### src/btr_ram.sv
// Generic single-write, single-read RAM with a registered read port.
// Stand-alone; used for the font store of the renderer.
`default_nettype none

module btr_ram #(
	parameter int WIDTH = 8,
	parameter int DEPTH = 512
) (
	input  wire logic                     clk,
	input  wire logic                     we,
	input  wire logic [$clog2(DEPTH)-1:0] waddr,
	input  wire logic [WIDTH-1:0]         wdata,
	input  wire logic                     re,
	input  wire logic [$clog2(DEPTH)-1:0] raddr,
	output logic      [WIDTH-1:0]         rdata
);

	logic [WIDTH-1:0] mem_q [DEPTH];

	always_ff @(posedge clk) begin
		if (we) begin
			mem_q[waddr] <= wdata;
		end
		if (re) begin
			rdata <= mem_q[raddr];
		end
	end

endmodule

`default_nettype wire

### config.mk
export PLATFORM = sky130hd
export DESIGN_NAME = btr_ram
export DESIGN_NICKNAME = d
export VERILOG_FILES = /design/src/btr_ram.sv
export SDC_FILE = /design/constraint.sdc
export NUM_CORES = 2
export LEC_CHECK = 0
export ABC_AREA = 0
export BUFFER_PORTS_ARGS = -buffer_cell sky130_fd_sc_hd__buf_2
export CAP_MARGIN = 40
export CORE_MARGIN = 5
export CORE_UTILIZATION = 55
export CTS_CLUSTER_DIAMETER = 40
export DETAILED_ROUTE_END_ITERATION = 10
export PLACE_DENSITY = 0.7
export REMOVE_ABC_BUFFERS = 1
export SETUP_SLACK_MARGIN = 0.3
export SYNTH_ARGS = -nofsm -noshare
export SYNTH_HDL_FRONTEND = slang
export SYNTH_SLANG_ARGS = --single-unit
### constraint.sdc
create_clock -name clk -period 6.4 [get_ports clk]
set_input_delay 0.32 -clock clk [delete_from_list [all_inputs] [get_ports clk]]
set_output_delay 0.32 -clock clk [all_outputs]
set_load 0.005 [all_outputs]
==> metrics.txt <==
clk slew on worst S/H paths 0.06 ns; Synth Area in Adders 0%; # rows 198; synthesized area 160000 µm²; DRC viols 0; Post-Synthesis Cells 8030; EDFF count, synth 4104; Vias/cell 6.62; met3 Usage GRT 5.83%; Synth Area in XOR/XNOR 0%; RSZ-0062 raised after global routing false; period utilization 63.3%; Initial DRC Count 12300; met2 usage 41.8%; Clk Latency, worst-skew pair 1.02 ns; hold crit path type in2reg; clock buffer depth 4; top post-synthesis cells by count 4104 x edfxtp_1, 797 x mux2i_1, 654 x mux4_2, 597 x nor2_1, 371 x o221ai_1; WP data arrival 4.91 ns; initial antenna violation count 22; total power draw 60.0 mW; Util after Layout 62.4%; Tot GR Track Use 27.0%; ratio of cells with drive above 1 in the final layout 19.8%; fraction of registers with async set/reset 0%; Pwr per Cell Area 331 nW/µm²; dominant synthesized flop cell edfxtp_1; top-count cell post-synth edfxtp_1; Final ANT Viol Nets 0; drt wl/cell 32.7 µm; Top Usage Layer GRT met2; Final setup viols 0; PortBufs 36; CTS tree yes; area of the die 302000 µm²; Distinct cells, synth 50; largest net degree at the start of global routing 203; crit path max fanout 36; Starting Density 55.1%; simple-gate share of the synthesized area 2.63%; post-synthesis compound-gate area fraction 4.31%; Die X-Extent 549 µm; Fmax 247 MHz; Tmin final 4.05 ns; outcome complete, no violations; CTS Sinks 4104; post-DP HPWL 244 mm; mux share of post-synthesis cell area 14.2%; area leader, netlist edfxtp_1; grt met1 use 38.3%; largest family of logic cells by synthesized area multiplexers; core area 290000 µm²; CTS HTree Levels 5; clk_skew 0.0845 ns; DRT Wirelength 411 mm; endpoints failing hold 0; Setup crit start kind primary input; flop2flop setup slack 2.70 ns; maximum VDD drop 0.285 mV; register area share after synthesis 77.0%; vias in the first global route 82300; top cell type's share of synthesized area 77.0%; # fillers 19600; Initial DRT Pass Iterations 6; Slew Limit Fails 0; GPL Wtd Cong 0.915; slew margin rel. 10.2%; synthesized area per cell 19.9 µm²; Worst-Margin Slew 1.35 ns; CTS resizes 0; CTS Buf Count 477; max_cap viols 0; clock root cell clkbuf_16; first-pass GRT wire length 593 mm; Die Y 549 µm; Seq cells post-synth 4104; Data required, critical path 7.26 ns; via count 83200; # IOs 37; CP Capture Type flip-flop; Area Growth Syn to Fin 13.1%; total grt overflow 0; yosys warns 0; Layout Nets 8262; static leakage 57.5 nW; critical path type in2reg; top post-synthesis cells by area edfxtp_1 77%, mux4_2 9.2%, mux2i_1 5.0%
[critical path: stages]
cell and delay [ns]:
buf_12 0.22, buf_4 0.62, buf_4 0.47, mux2i_1 0.16, o221ai_1 0.28, a21oi_1 0.18
nor4_1 0.48, buf_2 0.25, nand4_1 0.64, nor4_1 0.70, buf_4 0.20, o2111a_1 0.20
[power by group]
part | internal, mW | switching (mW)
Sequential | 29.6 | 0.0166
Clock | 16.5 | 11.2
Combinational | 0.825 | 1.83
[stage by stage]
stage	hold WS [ns]	cell area [µm²]	worst slack [ns]	cells	setup TNS, ns
global route	0.0768	181000	2.43	12600	0
finish	0.0864	181000	2.35	12600	0
floorplan	0.419	157000	-2.69	7517	-21.10
detailed placement	0.805	165000	1.50	11600	0
CTS	0.0563	181000	2.52	12500	0
global placement	0.801	164000	1.11	11600	0
[final timing paths]
path	startpoint	end	depth (start not counted)
worst max-delay path	raddr[0]	rdata[7]$_DFFE_PP_	12
worst min-delay path	raddr[3]	rdata[1]$_DFFE_PP_	3
worst max register to register	mem_q[258][7]$_DFFE_PP_	rdata[7]$_DFFE_PP_	9
worst min register to register	mem_q[375][2]$_DFFE_PP_	rdata[2]$_DFFE_PP_	6
[cell type report]
type                       count  area [µm²]  area share [%]
antenna                       14        35.0          0.0194
clock buffer                 528       12200            6.73
clock inverter               364        4190            2.31
inverter                       3        18.8          0.0104
multi-input combinational   3410       34100            18.8
sequential                  4104      123000            68.1
tap                         3900        4880            2.70
timing repair buffer         237        2410            1.33
[sequential cells by signal, indices dropped and copies added (netlist names)]
register  count
mem_q      4096
rdata         8
[layout by cell type, fill, tap and decap left out, drive strengths merged, types with 20 or more instances in the layout]
cell / instances
mux2i: 797
clkbuf: 528
nor4: 36
and2: 20
o22ai: 163
o21ai: 119
nand2: 111
clkinv: 197
nand3: 36
nor3: 109
inv: 50
o221ai: 372
mux4: 654
nor2: 597
a22oi: 61
bufinv: 64
a21oi: 194
nand4: 32
edfxtp: 4104
buf: 226
clkinvlp: 56
[layer usage]
metal  vias up  part of all wire [%]
met1     43100                    38
met4        10                   4.1
met3       889                    11
met5         -                 0.015
met2      5165                    47
li1      34000                     -
[kinds of logic (layout without fill, tap and decap cells)]
logic type,count (synthesis),in the layout
DFF,4104,4104
muxes,1451,1451
and+or+nand+nor,980,980
AOI/OAI and AO/OA,979,979
buffers and inverters,516,1132
other,0,14
[timing repair]
| item | in CTS | in global routing |
|---|---|---|
| hold buffers | 9 | 0 |
| endpoints found under the hold margin | 534 | 0 |
| buffers inserted | 0 | 0 |
Power figures use the tool's default switching activity.
