**src/btr_pkg.sv**
```systemverilog
// Shared types, constants and the glyph lookup for the bitmap text renderer.
// Depends on nothing; every other file but btr_ram imports it.
`default_nettype none

package btr_pkg;

	localparam int GLYPH_SLOTS_DEF = 64;
	localparam int OFFSET_BITS_DEF = 26;

	localparam int COORD_W   = 13;
	localparam int ORIGIN_W  = 12;
	localparam int POS_W     = 14;
	localparam int PITCH_W   = 15;
	localparam int CODE_W    = 8;
	localparam int COLOUR_W  = 8;
	localparam int SLOT_W    = 6;
	localparam int FROW_W    = 3;
	localparam int CFG_W     = 15;
	localparam int CFG_IDX_W = 2;

	localparam int NS_BIT     = 0;
	localparam int CODE_LSB   = 1;
	localparam int OX_LSB     = 9;
	localparam int OY_LSB     = 21;
	localparam int RED_LSB    = 33;
	localparam int GREEN_LSB  = 41;
	localparam int BLUE_LSB   = 49;
	localparam int FSLOT_LSB  = 57;
	localparam int FROW_LSB   = 63;
	localparam int FBITS_LSB  = 66;
	localparam int IN_DATA_W  = 80;

	localparam logic [CFG_IDX_W-1:0] REG_SCREEN_WIDTH  = 2'd0;
	localparam logic [CFG_IDX_W-1:0] REG_SCREEN_HEIGHT = 2'd1;
	localparam logic [CFG_IDX_W-1:0] REG_LINE_PITCH    = 2'd2;

	localparam logic [COORD_W-1:0] WIDTH_RST  = 13'd224;
	localparam logic [COORD_W-1:0] HEIGHT_RST = 13'd256;
	localparam logic [PITCH_W-1:0] PITCH_RST  = 15'd896;

	localparam logic [COORD_W-1:0] COORD_MAX   = 13'd8191;
	localparam logic [POS_W-1:0]   CURSOR_STEP = 14'd8;
	localparam logic [FROW_W-1:0]  GLYPH_LAST  = 3'd7;
	localparam int                 PIXEL_BYTES = 4;

	localparam logic [CODE_W-1:0] CHAR_LF    = 8'd10;
	localparam logic [CODE_W-1:0] CHAR_CR    = 8'd13;
	localparam logic [CODE_W-1:0] CHAR_STAR  = 8'h2A;
	localparam logic [CODE_W-1:0] CHAR_DASH  = 8'h2D;
	localparam logic [CODE_W-1:0] CHAR_0     = 8'h30;
	localparam logic [CODE_W-1:0] CHAR_9     = 8'h39;
	localparam logic [CODE_W-1:0] CHAR_LT    = 8'h3C;
	localparam logic [CODE_W-1:0] CHAR_QUERY = 8'h3F;
	localparam logic [CODE_W-1:0] CHAR_A     = 8'h41;
	localparam logic [CODE_W-1:0] CHAR_Z     = 8'h5A;

	localparam logic [SLOT_W-1:0] SLOT_DIGIT = 6'd26;
	localparam logic [SLOT_W-1:0] SLOT_SIGN  = 6'd36;
	localparam logic [SLOT_W-1:0] SLOT_STAR  = 6'd41;
	localparam logic [SLOT_W-1:0] SLOT_DASH  = 6'd42;

	typedef struct packed {
		logic              valid;
		logic [SLOT_W-1:0] slot;
	} glyph_t;

	typedef struct packed {
		logic load;
		logic pix_step;
		logic row_step;
	} off_ctrl_t;

	function automatic glyph_t glyph_lookup(input logic [CODE_W-1:0] c);
		glyph_t g;
		g.valid = 1'b1;
		g.slot  = '0;
		if (c inside {[CHAR_A:CHAR_Z]}) begin
			g.slot = SLOT_W'(c - CHAR_A);
		end else if (c inside {[CHAR_0:CHAR_9]}) begin
			g.slot = SLOT_W'(c - CHAR_0) + SLOT_DIGIT;
		end else if (c inside {[CHAR_LT:CHAR_QUERY]}) begin
			g.slot = SLOT_W'(c - CHAR_LT) + SLOT_SIGN;
		end else if (c == CHAR_STAR) begin
			g.slot = SLOT_STAR;
		end else if (c == CHAR_DASH) begin
			g.slot = SLOT_DASH;
		end else begin
			g.valid = 1'b0;
		end
		return g;
	endfunction

endpackage

`default_nettype wire

```
**src/btr_offset.sv**
```systemverilog
// Frame buffer offset generator: bit-serial row times pitch product, then row and pixel steps.
// Depends on btr_pkg.
`default_nettype none

module btr_offset #(
	parameter int OFFSET_BITS = btr_pkg::OFFSET_BITS_DEF
) (
	input  wire logic                         clk,
	input  wire logic                         arst_n,
	input  wire btr_pkg::off_ctrl_t           ctrl,
	input  wire logic [btr_pkg::POS_W-1:0]    px,
	input  wire logic [btr_pkg::POS_W-1:0]    py,
	input  wire logic [btr_pkg::PITCH_W-1:0]  pitch,
	output logic                              busy,
	output logic      [OFFSET_BITS-1:0]       offset
);

	import btr_pkg::*;

	localparam int CNT_W = $clog2(PITCH_W);

	logic                   busy_q;
	logic [CNT_W-1:0]       cnt_q;
	logic [OFFSET_BITS-1:0] base_q;
	logic [OFFSET_BITS-1:0] off_q;
	logic [OFFSET_BITS-1:0] mcand_q;
	logic [PITCH_W-1:0]     mplier_q;
	logic [OFFSET_BITS-1:0] base_sum;
	logic [OFFSET_BITS-1:0] row_next;
	logic                   mul_last;

	assign base_sum = base_q + (mplier_q[0] ? mcand_q : '0);
	assign row_next = base_q + OFFSET_BITS'(pitch);
	assign mul_last = (cnt_q == CNT_W'(PITCH_W - 1));
	assign busy     = busy_q;
	assign offset   = off_q;

	always_ff @(posedge clk or negedge arst_n) begin
		if (!arst_n) begin
			busy_q <= 1'b0;
			cnt_q  <= '0;
		end else if (ctrl.load) begin
			busy_q <= 1'b1;
			cnt_q  <= '0;
		end else if (busy_q) begin
			cnt_q <= cnt_q + CNT_W'(1);
			if (mul_last) begin
				busy_q <= 1'b0;
			end
		end
	end

	always_ff @(posedge clk) begin
		if (ctrl.load) begin
			base_q   <= OFFSET_BITS'({px, 2'b00});
			mcand_q  <= OFFSET_BITS'(py);
			mplier_q <= pitch;
		end else if (busy_q) begin
			base_q   <= base_sum;
			mcand_q  <= mcand_q << 1;
			mplier_q <= mplier_q >> 1;
			if (mul_last) begin
				off_q <= base_sum;
			end
		end else if (ctrl.row_step) begin
			base_q <= row_next;
			off_q  <= row_next;
		end else if (ctrl.pix_step) begin
			off_q <= off_q + OFFSET_BITS'(PIXEL_BYTES);
		end
	end

endmodule

`default_nettype wire

```
**config.mk**
```make
export PLATFORM = sky130hd
export DESIGN_NAME = btr_offset
export DESIGN_NICKNAME = d
export VERILOG_FILES = /design/src/btr_pkg.sv /design/src/btr_offset.sv
export SDC_FILE = /design/constraint.sdc
export NUM_CORES = 1
export LEC_CHECK = 0
export ABC_AREA = 1
export BUFFER_PORTS_ARGS = -buffer_cell sky130_fd_sc_hd__buf_2
export CELL_PAD_IN_SITES_DETAIL_PLACEMENT = 2
export CELL_PAD_IN_SITES_GLOBAL_PLACEMENT = 2
export CORE_MARGIN = 4
export CORE_UTILIZATION = 33
export DETAILED_ROUTE_END_ITERATION = 10
export PLACE_DENSITY_LB_ADDON = 0.1
export SLEW_MARGIN = 20
export SYNTH_ARGS = -nofsm -noshare
export SYNTH_HDL_FRONTEND = slang
export SYNTH_SLANG_ARGS = --single-unit
```
**constraint.sdc**
```tcl
create_clock -name clk -period 3.9 [get_ports clk]
set_clock_uncertainty 0.2 [all_clocks]
set_input_delay 0.195 -clock clk [delete_from_list [all_inputs] [get_ports clk]]
set_output_delay 0.195 -clock clk [all_outputs]
set_load 0.02 [all_outputs]
```
==> results.toml <==
[sta]
setup_ws_ns = 0.398
timing_hold_violations_final = 0
whs_ns = 0.0277
setup-violations-final = 0
fin_setup_tns_ns = 0
slew-limit-headroom = 0.376
finalCriticalPeriod_ns = 3.50
maxClockFrequency_mhz = 286
post-route-period-util = 0.898
drv_slew = 0
worst_pin_slew_ns = 0.936
setup_repair_after_global_routing_missed_its_margin = "no"

[placed_design]
portBuffers = 74
dp.final_hpwl_microns = 28700
placement.setup.worst_slack_ns = 0.454
globalplace.congestion = 0.901

[cts]
numClockSinks = 98
tritoncts = "yes"
cts-hold-fix-buffers = 42
clkLatencyLatePin_ns = 0.37
cts_inserted_buffers = 9
cts_repair_resize_count = 0
clk_pin_slew_worst_paths_ns = 0.08
max-clock-path-buffers = 2
cts_root_buf = "sky130_fd_sc_hd__clkbuf_16"
cts_setup_buffers = 0
ctsHtreeMaxLevel = 3

[pwr]
ir_worst_vdd_mv = 0.163
total_leakage_power_nw = 5.13
power.density_nw_per_um2 = 348

[grt]
grt_antenna_before_repair = 0
track_usage = 0.266
vias_in_the_first_global_route = 9919
maximum_number_of_pins_on_one_net_before_global_route_repair = 48
first_pass_grt_wire_length_microns = 57200
grt_remaining_overflow = 0

[worst_setup_path]
worst-r2r-setup-slack_ns = 0.40
worst-endpoint-arrival_ns = 3.39
setup_cp_type = "flip-flop to flip-flop"
crit_chain = "nand2_1 > inv_1 > ha_1 > fa_1 > nand2_1 > nand3_1 > nand3_1 > nand2_1 > o21ai_0 > o21ai_0"
worstPathMaxFanout = 26
slowest_stage = "sky130_fd_sc_hd__edfxtp_1"
crit_required_ns = 3.79
worst_path_largest_cell_delay_ns = 0.78
worstSetupStartpointType = "flip-flop"
cp-end-kind = "flip-flop"
critical-path-top-cell-by-count = "sky130_fd_sc_hd__nand2_1"

[yosys]
netlist_top_cells_count = "sky130_fd_sc_hd__nand2_1, sky130_fd_sc_hd__inv_1, sky130_fd_sc_hd__nand3_1"
postSynthNetCount = 1401
synth_area_sq_um = 8260
number_of_flops_mapped_to_enable_cells_by_yosys = 69
synth_async_sr_flop_share = 0.0510
synth_cell_types = 41
post-synth-top-area-cell = "sky130_fd_sc_hd__edfxtp_1"
most_instantiated_library_cell_after_synthesis = "sky130_fd_sc_hd__nand2_1"
average_size_of_a_mapped_cell_sq_um = 6.31
yosysWarnings = 0
synthDominantCellAreaShare = 0.251
most_instantiated_flip_flop_cell_in_the_synthesis_netlist = "sky130_fd_sc_hd__edfxtp_1"
ys_seq_elements = 98
synth.top_cells.by_area = "sky130_fd_sc_hd__edfxtp_1, sky130_fd_sc_hd__nand2_1, sky130_fd_sc_hd__inv_1"
syn_inst = 1308
synth_seq_area_share = 0.324

[drt]
detail_route.drc_violations = 0
first_iter_violations = 518
drt-total-wl_microns = 37100
route.detailed.vias_per_inst = 5.18
wire_per_inst_microns = 21.2
drt_pre_antenna_iters = 5
antenna_violating_nets_post_route = 0
route.vias.total = 9064

[layout]
n_antenna_cell = 0
num-nets-final = 1514
drive_above_1_share = 0.0877
area_growth_syn_to_layout_pct = 18.0

[job]
maxcap_violations = 0

[min_path]
hold_path_class = "input pin to flip-flop"

[floorplan]
boundaryPins = 75
die-width_microns = 166
rows = 57
floorplan.initialDensity = 0.338
die_height_microns = 166
core_region_area_sq_um = 24500
die_area_sq_um = 27600

[status]
status = "completed"
-- cells by family after synthesis --
logic type      count (synthesis)  share of synthesized area
simple gates                  788                      0.393
buf+inv                       244                      0.112
compound gates                112                     0.0786
flops                          98                      0.324
fa+ha+maj                      45                     0.0700
xor+xnor                       21                     0.0223
-- critical path, delay by kind of cell (launching register included) --
family / cells / cell delay (ns)
DFF: 1 / 0.78
adders and majority gates: 2 / 0.71
AOI/OAI and AO/OA: 2 / 0.84
buffers and inverters: 1 / 0.05
and+or+nand+nor: 5 / 0.62
-- final cells by class --
class	count	area (sq um)
Inverter	217	815
Timing Repair Buffer	129	888
Tap cell	324	405
Sequential cell	98	2680
Multi-Input combinational cell	966	4660
Fill cell	3079	14700
Clock buffer	10	229
Clock inverter	6	71.3
-- where the power goes --
| part | total (mW) | switching, mW | leakage, nW | internal [mW] |
|---|---|---|---|---|
| clock network | 0.990 | 0.482 | 0.140 | 0.507 |
| logic | 1.11 | 0.760 | 4.03 | 0.352 |
| registers | 1.29 | 0.0833 | 0.965 | 1.20 |
-- state kept, by name, indices dropped and copies added, names as in the netlist --
signal    count
cnt_q         4
base_q       26
mplier_q     15
busy          1
offset       26
mcand_q      26
-- final timing paths --
path,from,cells after the start,endpoint
max in group asynchronous,arst_n,3,busy
min in group asynchronous,arst_n,3,cnt_q[1]
min,px[6],3,base_q[8]
max,mplier_q[0],10,base_q[8]
max reg2reg,mplier_q[0],10,base_q[8]
min reg2reg,cnt_q[3],1,cnt_q[3]
-- routing by layer --
layer | vias to the layer above | routed length, microns | global-route usage
li1 | 4364 | - | -
met1 | 4448 | 16300 | 0.342
met2 | 197 | 18200 | 0.472
met3 | 55 | 1660 | 0.0298
met4 | 0 | 867 | 0.0732
met5 | - | 0 | 0
-- layout by cell type (no fill, tap or decap), types with 5 or more instances in the layout --
| cell | n |
|---|---|
| sky130_fd_sc_hd__inv_1 | 215 |
| sky130_fd_sc_hd__a21oi_1 | 40 |
| sky130_fd_sc_hd__nor2_1 | 101 |
| sky130_fd_sc_hd__dfrtp_1 | 5 |
| sky130_fd_sc_hd__ha_1 | 43 |
| sky130_fd_sc_hd__o22ai_1 | 11 |
| sky130_fd_sc_hd__xnor2_1 | 9 |
| sky130_fd_sc_hd__o211ai_1 | 10 |
| sky130_fd_sc_hd__nor2_2 | 6 |
| sky130_fd_sc_hd__dlygate4sd3_1 | 42 |
| sky130_fd_sc_hd__o21ai_0 | 35 |
| sky130_fd_sc_hd__nor3_1 | 11 |
| sky130_fd_sc_hd__edfxtp_1 | 69 |
| sky130_fd_sc_hd__nand3_1 | 107 |
| sky130_fd_sc_hd__buf_2 | 74 |
| sky130_fd_sc_hd__nand4_1 | 16 |
| sky130_fd_sc_hd__xor2_1 | 12 |
| sky130_fd_sc_hd__clkbuf_16 | 9 |
| sky130_fd_sc_hd__o221ai_1 | 6 |
| sky130_fd_sc_hd__nand2_1 | 523 |
| sky130_fd_sc_hd__dfxtp_1 | 24 |
| sky130_fd_sc_hd__or2_2 | 8 |
| sky130_fd_sc_hd__buf_4 | 13 |
-- metrics by stage --
step	cell area (sq um)	power, mW	util	std cells
after floorplan	8260	1.94	-	1308
after global placement	9020	2.30	0.369	1692
after detailed placement	9020	2.34	0.369	1692
after CTS	9740	3.35	0.398	1750
after global routing	9740	3.57	0.398	1750
final	9740	3.39	0.398	1750
Power figures use the tool's default switching activity.
